File: src/hw/rtl/a2i_pkg.sv
// ----------------------------------------------------------------------------
// a2i_pkg
// Shared types, constants and the digit decoder for the string-to-integer
// parser.
// ----------------------------------------------------------------------------
package a2i_pkg;

  localparam int unsigned IndexBits = 16;
  localparam int unsigned ValueBits = 32;
  localparam int unsigned BaseBits  = 6;
  localparam int unsigned CharBits  = 8;

  localparam logic [CharBits-1:0] CharNul   = 8'h00;
  localparam logic [CharBits-1:0] CharSpace = 8'h20;
  localparam logic [CharBits-1:0] CharZero  = 8'h30;
  localparam logic [CharBits-1:0] CharLowX  = 8'h78;

  localparam logic [BaseBits-1:0] BaseAuto = 6'd0;
  localparam logic [BaseBits-1:0] BaseOne  = 6'd1;
  localparam logic [BaseBits-1:0] BaseMax  = 6'd36;
  localparam logic [BaseBits-1:0] BaseOct  = 6'd8;
  localparam logic [BaseBits-1:0] BaseDec  = 6'd10;
  localparam logic [BaseBits-1:0] BaseHex  = 6'd16;

  // Any code at or above the largest legal base never passes the digit test.
  localparam logic [BaseBits-1:0] NotDigit = 6'd63;

  typedef enum logic [2:0] {
    PhSkip    = 3'd0,
    PhZero    = 3'd1,
    PhDigits  = 3'd2,
    PhStopped = 3'd3,
    PhBad     = 3'd4
  } phase_e;

  typedef struct packed {
    phase_e                 phase;
    logic [BaseBits-1:0]    base;
    logic [ValueBits-1:0]   acc;
    logic [IndexBits-1:0]   pos;
    logic [IndexBits-1:0]   stop;
  } parse_state_t;

  typedef struct packed {
    logic [ValueBits-1:0] value;
    logic [IndexBits-1:0] end_index;
    logic                 bad_base;
  } parse_result_t;

  localparam parse_state_t StateClear = '{
    phase: PhSkip,
    base:  '0,
    acc:   '0,
    pos:   '0,
    stop:  '0
  };

  function automatic logic [BaseBits-1:0] digit_value(input logic [CharBits-1:0] c);
    logic [BaseBits-1:0] d;
    d = NotDigit;
    if (c >= 8'h30 && c <= 8'h39) begin
      d = BaseBits'(c - 8'h30);
    end else if (c >= 8'h41 && c <= 8'h5A) begin
      d = BaseBits'(c - 8'h41 + 8'd10);
    end else if (c >= 8'h61 && c <= 8'h7A) begin
      d = BaseBits'(c - 8'h61 + 8'd10);
    end
    return d;
  endfunction

  function automatic logic base_illegal(input logic [BaseBits-1:0] b);
    return (b == BaseOne) || (b > BaseMax);
  endfunction

endpackage

File: src/hw/rtl/ascii_to_integer_parser_unit.sv
// ----------------------------------------------------------------------------
// ascii_to_integer_parser_unit
// Streams characters in and emits one converted value per terminated string.
// ----------------------------------------------------------------------------
// A terminator's result goes through the input register, then the result
// register; it waits in the input register while an older result is held.
// Throughput: one character per cycle; the parse state updates in one pass.
// The input side stalls only while a result waits and a terminator is due.
// Reset clears the parse state, the base register and both valid flags.
module ascii_to_integer_parser_unit (
  input  logic        clk_i,
  input  logic        rst_ni,
  input  logic        cfg_we_i,
  input  logic [5:0]  cfg_wdata_i,     // base_select
  input  logic        s_axis_tvalid,
  output logic        s_axis_tready,
  input  logic [7:0]  s_axis_tdata,    // [7:0] char_code
  output logic        m_axis_tvalid,
  input  logic        m_axis_tready,
  output logic [47:0] m_axis_tdata,    // [31:0] value, [47:32] end_index
  output logic        m_axis_tuser     // [0] bad_base
);
  import a2i_pkg::*;

  logic [BaseBits-1:0] base_sel_q;
  logic                in_v_q;
  logic [CharBits-1:0] in_char_q;
  parse_state_t        state_q, state_d;
  logic                out_v_q;
  parse_result_t       out_q;
  parse_result_t       step_res;
  logic                step_emit;
  logic                advance;

  a2i_step u_step (
    .char_i        (in_char_q),
    .base_select_i (base_sel_q),
    .state_i       (state_q),
    .state_o       (state_d),
    .emit_o        (step_emit),
    .result_o      (step_res)
  );

  // A terminator may move on only when the result register is free or draining.
  assign advance       = in_v_q && (!step_emit || !out_v_q || m_axis_tready);
  assign s_axis_tready = !in_v_q || advance;

  always_ff @(posedge clk_i or negedge rst_ni) begin
    if (!rst_ni) begin
      base_sel_q <= BaseAuto;
    end else if (cfg_we_i) begin
      base_sel_q <= cfg_wdata_i;
    end
  end

  always_ff @(posedge clk_i or negedge rst_ni) begin
    if (!rst_ni) begin
      in_v_q  <= 1'b0;
      state_q <= StateClear;
      out_v_q <= 1'b0;
    end else begin
      if (s_axis_tready) begin
        in_v_q <= s_axis_tvalid;
      end
      if (advance) begin
        state_q <= state_d;
      end
      if (advance && step_emit) begin
        out_v_q <= 1'b1;
      end else if (m_axis_tready) begin
        out_v_q <= 1'b0;
      end
    end
  end

  always_ff @(posedge clk_i) begin
    if (s_axis_tready && s_axis_tvalid) begin
      in_char_q <= s_axis_tdata;
    end
    if (advance && step_emit) begin
      out_q <= step_res;
    end
  end

  assign m_axis_tvalid = out_v_q;
  assign m_axis_tdata  = {out_q.end_index, out_q.value};
  assign m_axis_tuser  = out_q.bad_base;

endmodule

File: src/hw/rtl/a2i_step.sv
// ----------------------------------------------------------------------------
// a2i_step
// Next-state logic for one character: prefix handling, digit accumulation,
// stop detection and the result at the terminator.
// ----------------------------------------------------------------------------
module a2i_step (
  input  logic [7:0]             char_i,
  input  logic [5:0]             base_select_i,
  input  a2i_pkg::parse_state_t  state_i,
  output a2i_pkg::parse_state_t  state_o,
  output logic                   emit_o,
  output a2i_pkg::parse_result_t result_o
);
  import a2i_pkg::*;

  logic [BaseBits-1:0]           base_use;
  logic                          take_en;
  logic [BaseBits-1:0]           digit;
  logic [ValueBits+BaseBits-1:0] prod;
  logic                          bad;
  parse_state_t                  nxt;

  assign digit = digit_value(char_i);
  assign prod  = state_i.acc * base_use;

  always_comb begin
    nxt      = state_i;
    base_use = state_i.base;
    take_en  = 1'b0;
    emit_o   = 1'b0;
    bad      = (state_i.phase == PhBad) ||
               (state_i.phase == PhSkip && base_illegal(base_select_i));
    result_o.bad_base  = bad;
    result_o.value     = bad ? '0 : state_i.acc;
    result_o.end_index = bad ? '0 :
                         (state_i.phase == PhStopped) ? state_i.stop : state_i.pos;

    if (char_i == CharNul) begin
      emit_o = 1'b1;
      nxt    = StateClear;
    end else begin
      unique case (state_i.phase)
        PhSkip: begin
          if (char_i != CharSpace) begin
            if (base_illegal(base_select_i)) begin
              nxt.phase = PhBad;
            end else if (base_select_i == BaseAuto) begin
              if (char_i == CharZero) begin
                nxt.phase = PhZero;
              end else begin
                base_use  = BaseDec;
                nxt.phase = PhDigits;
                take_en   = 1'b1;
              end
            end else begin
              base_use  = base_select_i;
              nxt.phase = PhDigits;
              take_en   = 1'b1;
            end
          end
        end
        PhZero: begin
          nxt.phase = PhDigits;
          if (char_i == CharLowX) begin
            base_use = BaseHex;
          end else begin
            base_use = BaseOct;
            take_en  = 1'b1;
          end
        end
        PhDigits: begin
          take_en = 1'b1;
        end
        default: begin
        end
      endcase
      nxt.base = base_use;

      if (take_en) begin
        if (digit < base_use) begin
          nxt.acc = prod[ValueBits-1:0] + ValueBits'(digit);
        end else begin
          nxt.stop  = state_i.pos;
          nxt.phase = PhStopped;
        end
      end

      // Position saturates at the all-ones index.
      if (state_i.pos != '1) begin
        nxt.pos = state_i.pos + 1'b1;
      end
    end
    state_o = nxt;
  end

endmodule
File: config.mk
export PLATFORM = sky130hd
export DESIGN_NAME = ascii_to_integer_parser_unit
export DESIGN_NICKNAME = d
export VERILOG_FILES = /design/src/hw/rtl/a2i_pkg.sv /design/src/hw/rtl/ascii_to_integer_parser_unit.sv /design/src/hw/rtl/a2i_step.sv
export SDC_FILE = /design/constraint.sdc
export NUM_CORES = 1
export LEC_CHECK = 0
export ABC_AREA = 0
export BUFFER_PORTS_ARGS = -buffer_cell sky130_fd_sc_hd__buf_2
export CAP_MARGIN = 20
export CORE_AREA = 2 2 158 160
export DETAILED_ROUTE_END_ITERATION = 7
export DIE_AREA = 0 0 160 162
export PLACE_DENSITY = 0.67
export SYNTH_ARGS = -nofsm -noshare
export SYNTH_HDL_FRONTEND = slang
export SYNTH_SLANG_ARGS = --single-unit
File: constraint.sdc
create_clock -name clk_i -period 8.46 [get_ports clk_i]
set_input_delay 0.423 -clock clk_i [delete_from_list [all_inputs] [get_ports clk_i]]
set_output_delay 0.423 -clock clk_i [all_outputs]
set_load 0.005 [all_outputs]
==> results of run 1 <==
## Yosys cell counts (all sizes together), types with 5 or more instances
master,count,area share (%)
a211o,6,0.44
a211oi,5,0.36
a21o,22,1.4
a21oi,52,2.2
a221o,5,0.52
a22o,42,3.1
a32o,8,0.67
and2,173,9.1
and3,11,0.58
buf,13,0.56
clkbuf,35,1.1
dfrtp,81,17
edfxtp,57,14
fa,112,19
ha,78,8.1
inv,87,2.7
mux2,8,0.75
nand2,100,3.1
nand2b,12,0.63
nand3,22,0.92
nand4,11,0.57
nor2,58,1.8
nor2b,5,0.26
nor3,9,0.38
o211ai,12,0.79
o21a,15,0.94
o21ai,36,1.5
or3,6,0.31
xnor2,28,2.0
xor2,11,0.80
## power breakdown
part	internal (mW)	switching (mW)	leakage, nW
sequential	0.835	0.227	1.58
clock	0.423	0.351	0.296
combinational	1.57	2.04	4.32
total	2.83	2.62	6.20
## worst max path at each step
| stage | end | cells past startpoint | slack [ns] |
|---|---|---|---|
| 2_1_floorplan | state_q[60]$_DFFE_PN0P_ | 24 | 1.97 |
| 3_3_place_gp | state_q[60]$_DFFE_PN0P_ | 24 | 1.10 |
| 3_5_place_dp | state_q[60]$_DFFE_PN0P_ | 24 | 1.06 |
| 4_1_cts | state_q[60]$_DFFE_PN0P_ | 24 | 1.03 |
| 5_1_grt | state_q[60]$_DFFE_PN0P_ | 26 | 0.42 |
| 6_report | state_q[60]$_DFFE_PN0P_ | 24 | 0.92 |
## registers in the layout, indices dropped and copies added (netlist names)
signal	flops
state_q	73
m_axis_tdata	48
in_char_q	8
base_sel_q	6
in_v_q	1
m_axis_tuser	1
m_axis_tvalid	1
## logic make-up after synthesis
logic type	Yosys count	synth area share, %
compound gates	238	14.5
xor+xnor	39	2.85
fa+ha+maj	190	26.9
buf+inv	136	4.42
flops	138	31.2
mux	9	0.836
simple gates	431	19.3
## per-stage QoR
step	utilization (%)	instances
floorplan	-	1181
global placement	52.4	1537
detailed placement	52.4	1537
CTS	54.9	1570
global route	54.9	1570
finish	54.9	1570
## routing by layer
metal / up-vias / global-route usage (%) / routed length (microns)
li1: 4180 / - / -
met1: 4539 / 33.0 / 13300
met2: 229 / 40.1 / 14300
met3: 53 / 3.98 / 1400
met4: 0 / 8.93 / 741
met5: - / 0 / 0
## area by class of cell
cell class	count	area, sq um	share of cell area [%]
Clock inverter	15	178	1.34
Sequential cell	138	3740	28.2
Tap cell	324	405	3.06
Timing Repair Buffer	81	440	3.33
Inverter	88	330	2.49
Clock buffer	17	425	3.21
Multi-Input combinational cell	907	7730	58.3
==> metrics, run 1 <==
Final Power=5.44 mW; DIE AREA=25900 sq um; Worst-Skew Late Latency=0.44 ns; most common cell after layout, fill and taps aside=and2_1; drt pass-1 iters=5; Cells on Worst Hold Path=1; Max VDD drop=0.000298 V; count of endpoints failing setup in the final report=0; Final period util=89.2%; Lkg Pwr=6.20 nW; dominant synthesized flop cell=dfrtp_1; Worst setup EP type=register; vias per cell=5.73; Setup Slack @ Placement=1.06 ns; Top delay family on crit path=adder cells; Least-Margin Pin Slew=1.03 ns; post-route setup slack=0.917 ns; worst endpoint data arrival time=7.86 ns; reg-to-reg slack, setup=0.92 ns; warnings from Yosys=0; hold buffers post-CTS=1; Async SR Flop Fraction=58.7%; hpwl dp=21600 microns; total I/O pin count=70; Critical Setup Path Class=register to register; worst stage delay on the critical path=0.88 ns; post-cts sizing count=0; vias in the first global route=9503; crit-path cells=inv_1 -> ha_1 -> nand4_1 -> and3_1 -> o21ai_0 -> o21a_1 -> nand2_1 -> fa_1 -> fa_1 -> inv_1 -> fa_1 -> inv_1 -> fa_1 -> inv_1 -> ha_1 -> a21o_1 -> nor4_1 -> o21a_1 -> nor4_1 -> o211ai_1 -> a21boi_0 -> o21ai_0 -> a21o_1 -> a32o_1; area growth from synthesis to layout=10.5%; first-pass GRT wire length=50200 microns; Synth Net Count=1390; post-synth cell types=76; Residual DRC=0; Layout fillers=2197; R2R depth=24; initial DRC count=607; WP data required=8.78 ns; CTS tree=yes; TNS Setup=0 ns; NumNets Final=1442; gpl congestion=0.914; Reg2Reg Launch Point=in_char_q[0]$_DFFE_PP_; hold slack=0.163 ns; Setup crit start kind=register; Critical-path top delay cell=nor4_1; hold violation count in the final report=0; Hold EP=in_char_q[3]$_DFFE_PP_; total gr overflow=0; RSZ-0062 raised after global routing=no; die width=160 microns; wire per inst=18.9 microns; status=complete, no violations; CP bufs+invs=4; Seq/Total Area, Yosys=31.2%; largest net degree at the start of global routing=59; Core Area=24100 sq um; CTS sink count=138; RR Endpoint=state_q[60]$_DFFE_PN0P_; Post-CTS Setup Bufs=0; Seq cells post-synth=138; crit path max fanout=14; Mapped Area=12000 sq um; H-Tree Depth=4; min-delay src=s_axis_tdata[3]; Mapped Cells=1181; Tot GR Track Use=24.4%; placed cell area=12600 sq um; via count=9001; Max Clock Freq=133 MHz; Layout Skew=0.0144 ns; worst-case headroom to the max-slew limit=30.8%; Final Max Slew Viols=0; Post-synth EDFFs=57; share of cells above drive strength 1=11.6%; max_cap viols=0; CTS buffer count=17; Avg Cell Area, Syn=10.1 sq um; CTS root buffer=clkbuf_16; antenna cells=0; Routed Antenna Nets=0; maximum clock path buffer count=2; Rows=57; Clock transition at path regs=0.07 ns; die height=162 microns; Initial Utilization=49.7%; crit path launch=in_char_q[0]$_DFFE_PP_; most frequent cells in the layout=168 x and2_1, 112 x fa_1, 100 x nand2_1; port bufs=69; Tmin final=7.54 ns; initial antenna violation count=0; Final Instance Area=13200 sq um; Worst Hold Class=input pin to register; Total Wirelength=29700 microns; Pwr Density=411 nW/um^2
Power figures use the tool's default switching activity.
==> inputs of run 2 (changes only) <==
--- a/config.mk
+++ b/config.mk
@@ -12,6 +12,7 @@
 export DETAILED_ROUTE_END_ITERATION = 7
 export DIE_AREA = 0 0 160 162
 export PLACE_DENSITY = 0.67
+export RECOVER_POWER = 50
 export SYNTH_ARGS = -nofsm -noshare
 export SYNTH_HDL_FRONTEND = slang
 export SYNTH_SLANG_ARGS = --single-unit
==> metrics, run 2 (synthesis gave the netlist of run 1 again) <==
status=finished with violations; failing checks=max-capacitance violations, max-slew violations; H-Tree Depth=4; Cell Int Power=2.82 mW; Critical-path top delay cell=nor4_1; WP data required=8.78 ns; Rows=57; Clk network pwr share=14.2%; Layout Skew=0.0144 ns; Most flops, register=state_q; Critical Setup Path Class=register to register; flip-flop count of the largest register after layout=73; Final Max Slew Viols=59; port bufs=69; Initial Utilization=49.7%; most frequent cells in the layout=159 x and2_1, 112 x fa_1, 100 x nand2_1; Worst Hold Class=input pin to register; multi-input logic area=7720 sq um; area growth from synthesis to layout=10.2%; NumNets Final=1442; wire per inst=18.9 microns; worst stage delay on the critical path=0.88 ns; Sw Share=48.0%; DIE AREA=25900 sq um; Least-Margin Pin Slew=3.50 ns; die width=160 microns; die height=162 microns; hpwl dp=21600 microns; maximum clock path buffer count=2; Layout fillers=2213; Core Area=24100 sq um; Clock transition at path regs=0.07 ns; worst endpoint data arrival time=7.86 ns; initial DRC count=622; crit-path cells=inv_1 -> ha_1 -> nand4_1 -> and3_1 -> o21ai_0 -> o21a_1 -> nand2_1 -> fa_1 -> fa_1 -> inv_1 -> fa_1 -> inv_1 -> fa_1 -> inv_1 -> ha_1 -> a21o_1 -> nor4_1 -> o21a_1 -> nor4_1 -> o211ai_1 -> a21boi_0 -> o21ai_0 -> a21o_1 -> a32o_1; Residual DRC=0; total I/O pin count=70; total gr overflow=0; CTS buffer count=17; crit path max fanout=14; Max Clock Freq=133 MHz; Final Instance Area=13200 sq um; placed cell area=12600 sq um; hold violation count in the final report=0; CTS root buffer=clkbuf_16; hold buffers post-CTS=1; Worst-Skew Late Latency=0.44 ns; post-route insts no fill=1570; worst-case headroom to the max-slew limit=-134%; count of endpoints failing setup in the final report=0; Routed Antenna Nets=0; vias per cell=5.76; Setup crit start kind=register; Logic pwr share=66.2%; Post-CTS Setup Bufs=0; first-pass GRT wire length=50200 microns; via count=9051; antenna cells=0; placed cell count=1537; Pwr Density=411 nW/um^2; initial antenna violation count=0; Tmin final=7.54 ns; post-cts sizing count=0; TNS Setup=0 ns; Final period util=89.1%; Max VDD drop=0.000297 V; CTS sink count=138; Psw=2.61 mW; Worst setup EP type=register; vias in the first global route=9503; max_cap viols=1; Tot GR Track Use=24.4%; drt pass-1 iters=6; gpl congestion=0.914; register area=3740 sq um; most common cell after layout, fill and taps aside=and2_1; Total Wirelength=29700 microns; share of cells above drive strength 1=9.79%; largest net degree at the start of global routing=59; Seq pwr share=19.5%; CTS tree=yes; Lkg Pwr=6.13 nW; RSZ-0062 raised after global routing=no
[run 2: cell types whose count changed in the layout (fill, tap and decap cells not counted), sizes merged]
cell    previous run  this run
buf               80        58
clkbuf            17        39
[run 2: area by class of cell]
cell class	count	area share [%]
clock buffer	17	3.22
inverter	88	2.50
clock inverter	15	1.35
tap	324	3.07
timing repair buffer	81	3.07
multi-input combinational	907	58.5
sequential	138	28.3
[run 2: layer usage]
layer / up-vias / share of wire (%) / global-route usage [%]
met5: - / 0 / 0
met4: 0 / 2.5 / 8.93
met3: 52 / 4.9 / 3.98
met2: 249 / 48 / 40.1
met1: 4572 / 44 / 33.0
li1: 4178 / - / -
[run 2: worst paths after layout]
path,end,depth (start not counted),startpoint,slack [ns]
setup / recovery,state_q[60]$_DFFE_PN0P_,24,in_char_q[0]$_DFFE_PP_,0.92
hold / removal,in_char_q[3]$_DFFE_PP_,1,s_axis_tdata[3],0.16
setup reg to reg,state_q[60]$_DFFE_PN0P_,24,in_char_q[0]$_DFFE_PP_,0.92
hold reg to reg,state_q[12]$_DFFE_PN0P_,1,state_q[12]$_DFFE_PN0P_,0.51
max in group asynchronous,base_sel_q[1]$_DFFE_PN0P_,3,rst_ni,3.69
min in group asynchronous,state_q[4]$_DFFE_PN0P_,2,rst_ni,0.82
[run 2: critical path, delay by kind of cell, from the launching register on]
family	cells	cell delay, ns
and+or+nand+nor	5	1.78
AOI/OAI and AO/OA	9	2.36
adders and majority gates	6	2.44
buffers and inverters	4	0.32
DFF	1	0.52
[run 2: power by group through the flow]
stage / logic (mW) / clock network (mW) / registers [mW]
floorplan: 2.85 / 0 / 0.947
global placement: 3.52 / 0 / 1.07
detailed placement: 3.58 / 0 / 1.07
CTS: 3.62 / 0.784 / 1.06
global route: 4.12 / 0.808 / 1.08
finish: 3.60 / 0.773 / 1.06
[run 2: per-stage QoR]
| stage | util, % | power [mW] | worst slack, ns | hold WS, ns |
|---|---|---|---|---|
| global placement | 52.4 | 4.59 | 1.10 | 0.341 |
| CTS | 54.9 | 5.46 | 1.03 | 0.144 |
| floorplan | - | 3.80 | 1.97 | 0.127 |
| global route | 54.8 | 6.01 | 0.419 | 0.151 |
| finish | 54.8 | 5.43 | 0.922 | 0.163 |
| detailed placement | 52.4 | 4.64 | 1.06 | 0.342 |
==> inputs of run 3 (changes only) <==
--- a/config.mk
+++ b/config.mk
@@ -11,8 +11,9 @@
 export CORE_AREA = 2 2 158 160
 export DETAILED_ROUTE_END_ITERATION = 7
 export DIE_AREA = 0 0 160 162
-export PLACE_DENSITY = 0.67
+export PLACE_DENSITY = 0.65
 export RECOVER_POWER = 50
+export REMOVE_ABC_BUFFERS = 1
 export SYNTH_ARGS = -nofsm -noshare
 export SYNTH_HDL_FRONTEND = slang
 export SYNTH_SLANG_ARGS = --single-unit
==> metrics, run 3 (synthesis gave the netlist of run 1 again) <==
via count=8910; Psw=2.53 mW; CTS buffer count=17; Total Wirelength=28300 microns; port bufs=69; share of cells above drive strength 1=10.0%; Seq pwr share=19.5%; gpl congestion=0.887; most frequent cell on the critical path=fa_1; Rows=57; H-Tree Depth=4; worst stage delay on the critical path=0.73 ns; RSZ-0062 raised after global routing=no; WP data required=8.78 ns; Critical Setup Path Class=register to register; count of endpoints failing setup in the final report=0; die width=160 microns; Layout Utilization=54.9%; post-route setup slack=0.950 ns; worst endpoint data arrival time=7.83 ns; total I/O pin count=70; crit-path cells=nor4_2 -> a31oi_1 -> o21ai_2 -> a32oi_1 -> o221ai_2 -> nand2_1 -> fa_1 -> fa_1 -> inv_1 -> fa_1 -> inv_1 -> fa_1 -> inv_1 -> ha_1 -> a21o_1 -> nor4_1 -> o21a_1 -> nor4_1 -> o211ai_1 -> a21boi_0 -> o21ai_0 -> a21o_1 -> a32o_1; Setup crit start kind=register; initial antenna violation count=0; status=finished with violations; most frequent cells in the layout=159 x and2_1, 112 x fa_1, 100 x nand2_1; initial DRC count=558; reg-to-reg slack, setup=0.95 ns; Cell Int Power=2.87 mW; Max VDD drop=0.000213 V; flip-flop count of the largest register after layout=73; hpwl dp=20900 microns; R2R depth=23; Critical-path top delay cell=nor4_1; Tot GR Track Use=23.4%; crit path max fanout=14; Layout Skew=0.0138 ns; NumNets Final=1443; antenna cells=0; Initial Utilization=49.7%; drt pass-1 iters=6; hold violation count in the final report=0; die height=162 microns; Hold EP=in_char_q[6]$_DFFE_PP_; max_cap viols=1; Reg2Reg Launch Point=base_sel_q[1]$_DFFE_PN0P_; Cells on Worst Hold Path=1; Lkg Pwr=6.15 nW; Final Max Slew Viols=69; RR Endpoint=state_q[60]$_DFFE_PN0P_; Tmin final=7.51 ns; Sw Share=46.8%; Most flops, register=state_q; placed cell count=1537; CTS sink count=138; largest net degree at the start of global routing=69; register area=3740 sq um; worst-case headroom to the max-slew limit=-170%; Logic pwr share=65.7%; first-pass GRT wire length=48800 microns; maximum clock path buffer count=2; Pwr Density=408 nW/um^2; Max Clock Freq=133 MHz; min-delay src=s_axis_tdata[6]; multi-input logic area=7720 sq um; post-cts sizing count=0; failing checks=max-capacitance violations, max-slew violations; Least-Margin Pin Slew=4.04 ns; Final period util=88.8%; Residual DRC=0; Core Area=24100 sq um; wire per inst=18.0 microns; Worst-Skew Late Latency=0.43 ns; Clk network pwr share=14.8%; Routed Antenna Nets=0; Setup Slack @ Placement=0.997 ns; total gr overflow=0; most common cell after layout, fill and taps aside=and2_1; DIE AREA=25900 sq um; Worst Hold Class=input pin to register; CTS root buffer=clkbuf_16; area growth from synthesis to layout=10.4%; TNS Setup=0 ns; vias per cell=5.67; Worst setup EP type=register; CTS tree=yes; vias in the first global route=9284; Clock transition at path regs=0.07 ns; Layout fillers=2178; hold slack=0.168 ns; post-route insts no fill=1571
[run 3: power groups by stage]
stage	Clock [mW]	Sequential (mW)	Combinational, mW
2_1_floorplan	0	0.961	2.79
3_3_place_gp	0	1.06	3.50
3_5_place_dp	0	1.06	3.54
4_1_cts	0.810	1.05	3.57
5_1_grt	0.843	1.07	4.10
6_report	0.800	1.05	3.54
[run 3: area by class of cell]
cell class | count | area share, %
multi-input cells | 907 | 58.4
flip-flops and latches | 138 | 28.3
clock buffers | 17 | 3.22
repair buffers | 82 | 3.12
well taps | 324 | 3.06
inverters | 88 | 2.50
clock inverters | 15 | 1.46
[run 3: per-stage QoR]
| step | power, mW | area [sq um] |
|---|---|---|
| 5_1_grt | 6.01 | 13200 |
| 3_5_place_dp | 4.60 | 12600 |
| 6_report | 5.39 | 13200 |
| 4_1_cts | 5.43 | 13300 |
| 3_3_place_gp | 4.57 | 12600 |
| 2_1_floorplan | 3.76 | 11800 |
[run 3: critical path, delay by kind of cell, from the launching register on]
kind | cells | cell delay (ns)
adders and majority gates | 5 | 2.26
AOI/OAI and AO/OA | 11 | 2.96
buffers and inverters | 3 | 0.19
DFF | 1 | 0.42
and+or+nand+nor | 4 | 1.57
[run 3: routing by layer]
metal	global-route usage [%]	up-vias	wire, microns
met3	3.01	35	1190
li1	-	4183	-
met1	32.9	4471	13000
met4	5.49	0	351
met2	39.1	221	13700
met5	0	-	0
[run 3: worst max-delay path by stage]
stage | startpoint | to | cells past startpoint | slack (ns)
global route | base_sel_q[1]$_DFFE_PN0P_ | state_q[60]$_DFFE_PN0P_ | 22 | 0.28
floorplan | base_sel_q[1]$_DFFE_PN0P_ | state_q[60]$_DFFE_PN0P_ | 22 | 1.68
CTS | base_sel_q[1]$_DFFE_PN0P_ | state_q[60]$_DFFE_PN0P_ | 23 | 0.99
finish | base_sel_q[1]$_DFFE_PN0P_ | state_q[60]$_DFFE_PN0P_ | 23 | 0.95
detailed placement | base_sel_q[1]$_DFFE_PN0P_ | state_q[60]$_DFFE_PN0P_ | 23 | 1.0
global placement | base_sel_q[1]$_DFFE_PN0P_ | state_q[60]$_DFFE_PN0P_ | 23 | 1.12
[run 3: what timing repair did]
action	CTS	global route
endpoints found under the setup margin	0	0
buffers inserted	0	0
hold endpoints to repair	13	0
hold buffers	1	0
